File: src/sv/mftb_pkg.sv
package mftb_pkg;

   localparam int COORD_W   = 32;
   localparam int SUM_W     = 48;
   localparam int AXES      = 3;
   localparam int DIV_NUM_W = 64;
   localparam int DIV_DEN_W = 32;
   localparam int CSR_IDX_W = 3;

   typedef logic signed [COORD_W-1:0] coord_type;
   typedef logic signed [SUM_W-1:0]   sum_type;
   typedef logic [1:0]                axis_type;
   typedef logic [CSR_IDX_W-1:0]      csr_idx_type;

   localparam axis_type AXIS_X = 2'd0;
   localparam axis_type AXIS_Y = 2'd1;
   localparam axis_type AXIS_Z = 2'd2;

   localparam csr_idx_type CSR_BOX_A_X = 3'd0;
   localparam csr_idx_type CSR_BOX_A_Y = 3'd1;
   localparam csr_idx_type CSR_BOX_A_Z = 3'd2;
   localparam csr_idx_type CSR_BOX_B_X = 3'd3;
   localparam csr_idx_type CSR_BOX_B_Y = 3'd4;
   localparam csr_idx_type CSR_BOX_B_Z = 3'd5;

   localparam coord_type COORD_MAX   = 32'sh7FFF_FFFF;
   localparam coord_type COORD_MIN   = 32'sh8000_0000;
   localparam coord_type BOX_A_RESET = -32'sd65536;
   localparam coord_type BOX_B_RESET = 32'sd65536;

   typedef enum logic [1:0] {
      DIV_MEAN_X,
      DIV_MEAN_Y,
      DIV_MEAN_Z,
      DIV_SCALE
   } div_sel_type;

   typedef struct packed {
      logic        gather;
      logic        load_vertex;
      logic        fin_empty;
      logic        div_start;
      div_sel_type start_sel;
      logic        div_store;
      div_sel_type store_sel;
      logic        fin_span_zero;
      logic        mul;
      logic        rnd;
      logic        add;
      logic        push;
      axis_type    axis;
   } dp_cmd_type;

   typedef struct packed {
      logic stats_final;
      logic count_zero;
      logic span_zero;
      logic div_done;
   } dp_status_type;

endpackage

File: src/sv/mftb_ctrl.sv
module mftb_ctrl import mftb_pkg::*; (
   input  logic          clock,
   input  logic          reset,
   input  logic          req_valid,
   input  logic          req_func,
   output logic          req_ready,
   output logic          rsp_valid,
   input  logic          rsp_ready,
   input  dp_status_type status,
   output dp_cmd_type    cmd
);

   typedef enum logic [2:0] {
      ST_IDLE,
      ST_FIN,
      ST_DIV,
      ST_MUL,
      ST_RND,
      ST_ADD,
      ST_PUSH
   } state_type;

   state_type   state_ff, state_in;
   axis_type    axis_ff, axis_in;
   div_sel_type sel_ff, sel_in;
   logic        rsp_valid_ff, rsp_valid_in;

   always_comb begin
      cmd           = '0;
      cmd.axis      = axis_ff;
      cmd.start_sel = sel_ff;
      cmd.store_sel = sel_ff;
      state_in      = state_ff;
      axis_in       = axis_ff;
      sel_in        = sel_ff;
      rsp_valid_in  = rsp_valid_ff && !rsp_ready;
      case (state_ff)
         ST_IDLE: begin
            if (req_valid) begin
               if (!req_func) begin
                  cmd.gather = 1'b1;
               end else begin
                  cmd.load_vertex = 1'b1;
                  axis_in         = AXIS_X;
                  state_in        = status.stats_final ? ST_MUL : ST_FIN;
               end
            end
         end
         ST_FIN: begin
            if (status.count_zero) begin
               cmd.fin_empty = 1'b1;
               state_in      = ST_MUL;
            end else begin
               cmd.div_start = 1'b1;
               cmd.start_sel = DIV_MEAN_X;
               sel_in        = DIV_MEAN_X;
               state_in      = ST_DIV;
            end
         end
         ST_DIV: begin
            if (status.div_done) begin
               cmd.div_store = 1'b1;
               case (sel_ff)
                  DIV_MEAN_X: begin
                     cmd.div_start = 1'b1;
                     cmd.start_sel = DIV_MEAN_Y;
                     sel_in        = DIV_MEAN_Y;
                  end
                  DIV_MEAN_Y: begin
                     cmd.div_start = 1'b1;
                     cmd.start_sel = DIV_MEAN_Z;
                     sel_in        = DIV_MEAN_Z;
                  end
                  DIV_MEAN_Z: begin
                     if (status.span_zero) begin
                        cmd.fin_span_zero = 1'b1;
                        state_in          = ST_MUL;
                     end else begin
                        cmd.div_start = 1'b1;
                        cmd.start_sel = DIV_SCALE;
                        sel_in        = DIV_SCALE;
                     end
                  end
                  default: begin
                     state_in = ST_MUL;
                  end
               endcase
            end
         end
         ST_MUL: begin
            cmd.mul  = 1'b1;
            state_in = ST_RND;
         end
         ST_RND: begin
            cmd.rnd  = 1'b1;
            state_in = ST_ADD;
         end
         ST_ADD: begin
            cmd.add = 1'b1;
            if (axis_ff == AXIS_Z) begin
               state_in = ST_PUSH;
            end else begin
               axis_in  = axis_ff + 1'b1;
               state_in = ST_MUL;
            end
         end
         ST_PUSH: begin
            if (!rsp_valid_ff || rsp_ready) begin
               cmd.push     = 1'b1;
               rsp_valid_in = 1'b1;
               state_in     = ST_IDLE;
            end
         end
         default: begin
            state_in = ST_IDLE;
         end
      endcase
   end

   always_ff @(posedge clock) begin
      if (reset) begin
         state_ff     <= ST_IDLE;
         axis_ff      <= AXIS_X;
         sel_ff       <= DIV_MEAN_X;
         rsp_valid_ff <= 1'b0;
      end else begin
         state_ff     <= state_in;
         axis_ff      <= axis_in;
         sel_ff       <= sel_in;
         rsp_valid_ff <= rsp_valid_in;
      end
   end

   assign req_ready = state_ff == ST_IDLE;
   assign rsp_valid = rsp_valid_ff;

   // A new result may only be loaded into a free or draining output register.
   a_push_slot_free: assert property (@(posedge clock) disable iff (reset)
      cmd.push |-> (!rsp_valid_ff || rsp_ready))
      else $error("result loaded over a pending one");

   a_store_on_done: assert property (@(posedge clock) disable iff (reset)
      cmd.div_store |-> status.div_done)
      else $error("quotient stored before the divider finished");

   a_stats_ready: assert property (@(posedge clock) disable iff (reset)
      (state_ff == ST_MUL) |-> status.stats_final)
      else $error("transform started before statistics finished");

   a_valid_from_push: assert property (@(posedge clock) disable iff (reset)
      $rose(rsp_valid_ff) |-> $past(cmd.push))
      else $error("response raised without a result");

endmodule

File: config.mk
export PLATFORM = sky130hd
export DESIGN_NAME = mftb_ctrl
export DESIGN_NICKNAME = d
export VERILOG_FILES = /design/src/sv/mftb_pkg.sv /design/src/sv/mftb_ctrl.sv
export SDC_FILE = /design/constraint.sdc
export NUM_CORES = 1
export LEC_CHECK = 0
export BUFFER_PORTS_ARGS = -buffer_cell sky130_fd_sc_hd__buf_2
export CAP_MARGIN = 20
export CORE_MARGIN = 4
export CORE_UTILIZATION = 45
export DETAILED_ROUTE_END_ITERATION = 6
export PLACE_DENSITY = 0.72
export SYNTH_ARGS = -nofsm -noshare
export SYNTH_HDL_FRONTEND = slang
export SYNTH_SLANG_ARGS = --single-unit
File: constraint.sdc
create_clock -name clock -period 4.9 [get_ports clock]
set_input_delay 0.49 -clock clock [delete_from_list [all_inputs] [get_ports clock]]
set_output_delay 0.49 -clock clock [all_outputs]
set_load 0.005 [all_outputs]
Yosys cells after proc, flatten, opt, wreduce, memory -nomap -nowiden
Index checks and enable logic that the tools add are counted.

Bits of input ports: 9. Register bits: 8. Logic and storage cells: 78. Output and inout bits: 18.

Reduce and logical (&&, ||, !) cells: 12. Eq/ne operators: 19. Muxes and demuxes: 42. $add $sub $neg: 1.

Operators with widths (count): $mux 3 (8); $pmux 3 s7 (1); $mux 2 (9); $mux 1 (17); $ne 2x2->1 const B (7); $pmux 3 s2 (2); $eq 3x3->1 const B (3); $pmux 3 s3 (1); $pmux 2 s2 (2); $eq 3x2->1 const B (2); $ne 3x3->1 const B (2); $pmux 2 s3 (1); $reduce_and 6->1 (1); $reduce_and 5->1 (1); $eq 2x2->1 const B (2); $mux 4 (1); $ne 4x1->1 const B (1); $reduce_and 4->1 (1); $reduce_bool 2->1 (2); $eq 3x1->1 const B (1); $logic_not 3->1 (1); $add 2x1->2 const B (1); $eq 2x1->1 const B (1); $logic_not 1->1 (2); other kinds (4) (4).

Logic depth before layout (Yosys ltp)
Word-level depth: 5. Gate-level depth with buffers: 7. Depth with buffers taken out: 6.

Worst setup path after synthesis
No wires, ideal clock.

Path kind: input-to-output. From: in status[2] (netlist bit). To: out cmd[11] (netlist bit). Path buffers: 0. Arrival time: 1.249 ns. Required time: 4.410 ns. Stages: 4. Setup slack: 3.161 ns. Cells stage by stage: or4b_4 > and2_4 > nand2_1 > o21ai_1.

RTL lines: from (decl) (line mftb_ctrl.sv:9) `input dp_status_type status,`; to (decl) (line mftb_ctrl.sv:10) `output dp_cmd_type cmd`.

==> out/qor.yml <==
die:
  die_footprint_sq_mm: 0.00223
  io_pins: 27
  fp-row-count: 13
  core_area_sq_mm: 0.00138
  initial_core_utilization: 0.501
  die_h_um: 47.2
  die_width_um: 47.2
sta:
  slew_headroom: 0.633
  setup_violations: 0
  post-route-min-period_ns: 2.24
  clock.fmax_mhz: 446
  grt_setup_unrepaired: "false"
  finClkSkew_ns: 0.00323
  number_of_hold_violations_in_the_final_report: 0
  least_margin_pin_slew_ns: 0.550
  final.setup.tns_ns: 0
  maxSlewViolCount: 0
  post-route-period-util: 0.457
cts:
  cts-root-to-sink-buffers: 2
  cts-root-buf: "clkbuf_4"
  holdBufCountCts: 0
  clk_pin_slew_ns: 0.05
  tritoncts: "built"
  worst_skew_pair.late_latency_ns: 0.25
  ctsHtreeMaxLevel: 1
  number_of_cts_inserted_buffers: 3
  postCtsSetupRepairBufs: 0
  cts.sinks: 8
  cts_resized: 0
synth:
  synth_async_sr_flop_share: 0
  synth-main-ff-cell: "dfxtp_1"
  synth_edf_count: 0
  synth.distinct_cells: 36
  postSynthRegisterBits: 8
  synth_top_cells_by_count: "dfxtp_1 (8), inv_1 (8), nand2_1 (8)"
  yosysWarningCount: 0
  synth_area_leaders: "dfxtp_1 (23%), ha_1 (13%), a21oi_1 (5.1%), mux2i_1 (4.3%), inv_1 (4.3%)"
  post_synth.cell_area_avg_sq_um: 7.70
  synth_top_cell_by_area: "dfxtp_1"
  synthesis.area_sq_um: 693
  syn_inst: 90
  synth_nets: 106
  yosysTopAreaCellShare: 0.231
  synth.yosys.seq_area_share: 0.231
critical_path:
  crit_path_start_kind: "flip-flop"
  critPathCaptureType: "primary output"
  worst-setup-path-type: "flip-flop to primary output"
  critPathTopFamily: "simple AND/OR/NAND/NOR gates"
  cp_data_required_time_ns: 4.41
  critical_path_s_slowest_cell: "dfxtp_1"
  crit_arrival_ns: 1.75
  crit_path_max_cell_delay_ns: 0.56
  worst-path-max-fanout: 13
  buf_inv_on_cp: 1
  cell_by_cell_trace_of_the_critical_path: "or4b_4, and2_4, nand2_1, o21ai_1, buf_2"
global_route:
  initial_antenna_violation_count: 0
  globalRouteTotalUtil: 0.167
  grt_start_max_net_pins: 19
  grt_pass1_wl_mm: 2.63
  first_global_vias: 606
  grt-ovfl-total: 0
cells_and_area:
  n_antenna_cell: 0
  fraction_of_final_layout_cells_sized_beyond_drive_strength_1: 0.298
  fillers: 140
  fin_nets: 132
  multi_input_comb_area_sq_um: 467
  layout-area-overhead-vs-synth_pct: 20.6
  final_core_utilization: 0.605
  register_area_sq_um: 160
pwr:
  fin_total_pwr_uw: 244
  vdd.ir_drop.worst_v: 0.000184
  p_leak_uw: 0.000417
  powerDensity_mw_per_mm2: 292
routing:
  via_count: 697
  postRouteAntennaNets: 0
  drt-vias-per-instance: 5.40
  highest_metal_layer_with_signal_wires: "met4"
  drt-total-wl_mm: 1.52
  met2RoutedLength_um: 604
  drt_iter0_markers: 9
  detail_route.wl_per_cell_um: 11.8
  wirelength_met1_um: 756
  dr.pass1.iters: 4
  route.detailed.drc: 0
  routed-wl-met3_um: 131
place:
  i_o_buffers: 26
  finalWeightedCongestion: 0.810
  dp.final_hpwl_mm: 1.19
status:
  status: "finished clean"
worst_hold_path:
  min_path_type: "flip-flop to flip-flop"
flow_run:
  timing.max_cap.violations: 0
power breakdown:
group | leakage [uW] | switching, uW | total [uW] | internal, uW
Clock | 0.0000138 | 20.8 | 48.7 | 27.9
Combinational | 0.000338 | 49.7 | 99.5 | 49.7
Sequential | 0.0000651 | 23.0 | 95.7 | 72.7
state kept, by name, summed over array words and instances, names as in the netlist:
signal and count:
axis_ff 2, rsp_valid 1, sel_ff 2, state_ff 3
logic make-up (layout without fill, tap and decap cells):
family	after synthesis	after routing	share of synthesized area
and+or+nand+nor	35	35	0.300
DFF	8	8	0.231
AOI/OAI and AO/OA	22	22	0.204
buffers and inverters	15	39	0.0957
adders and majority gates	7	7	0.126
muxes	3	3	0.0433
layer usage:
metal | global-route usage | vias up
li1 | - | 366
met1 | 0.252 | 304
met2 | 0.203 | 23
met3 | 0.0307 | 4
met4 | 0.116 | 0
met5 | 0 | -
area by class of cell:
type,count,share of cell area
well taps,15,0.0225
clock buffers,3,0.0269
inverters,10,0.0449
repair buffers,26,0.156
flip-flops and latches,8,0.192
multi-input cells,67,0.558
tightest hold or removal path, cell delays in order, from the launching register on:
cell and delay, ns:
dfxtp_1 0.32, inv_1 0.07, o31ai_1 0.07
per-stage QoR:
step	hold WS (ns)	cells	instance area [sq um]	worst slack (ns)
global route	0.548	129	836	2.55
CTS	0.520	129	836	2.65
finish	0.520	129	836	2.66
detailed placement	0.505	126	813	2.91
global placement	0.499	126	813	2.92
floorplan	0.497	90	693	3.16
cell usage in the layout, fill, tap and decap left out, drive strengths merged:
master and count:
clkbuf 3, o211ai 1, and3b 1, inv 10
o22ai 2, o311ai 1, and2 1, nand2 8
nor2 7, o32ai 1, ha 7, a21oi 7
nor4 1, nand2b 2, buf 26, o21ai 5
o311a 1, o211a 1, nand4bb 1, nor2b 2
nor3 3, nand3b 2, nand4b 1, nand3 1
o31ai 2, and3 1, dfxtp 8, nor3b 3
o31a 1, or4b 1, mux2i 3
worst paths after layout:
check | from | endpoint | slack [ns] | cells past startpoint
worst max-delay path | state_ff[0] | cmd[11] | 2.66 | 5
worst min-delay path | axis_ff[0] | axis_ff[0] | 0.52 | 2
worst max register to register | sel_ff[0] | sel_ff[1] | 3.06 | 5
worst min register to register | axis_ff[0] | axis_ff[0] | 0.52 | 2
No activity file was read; power rests on OpenSTA's default activity.
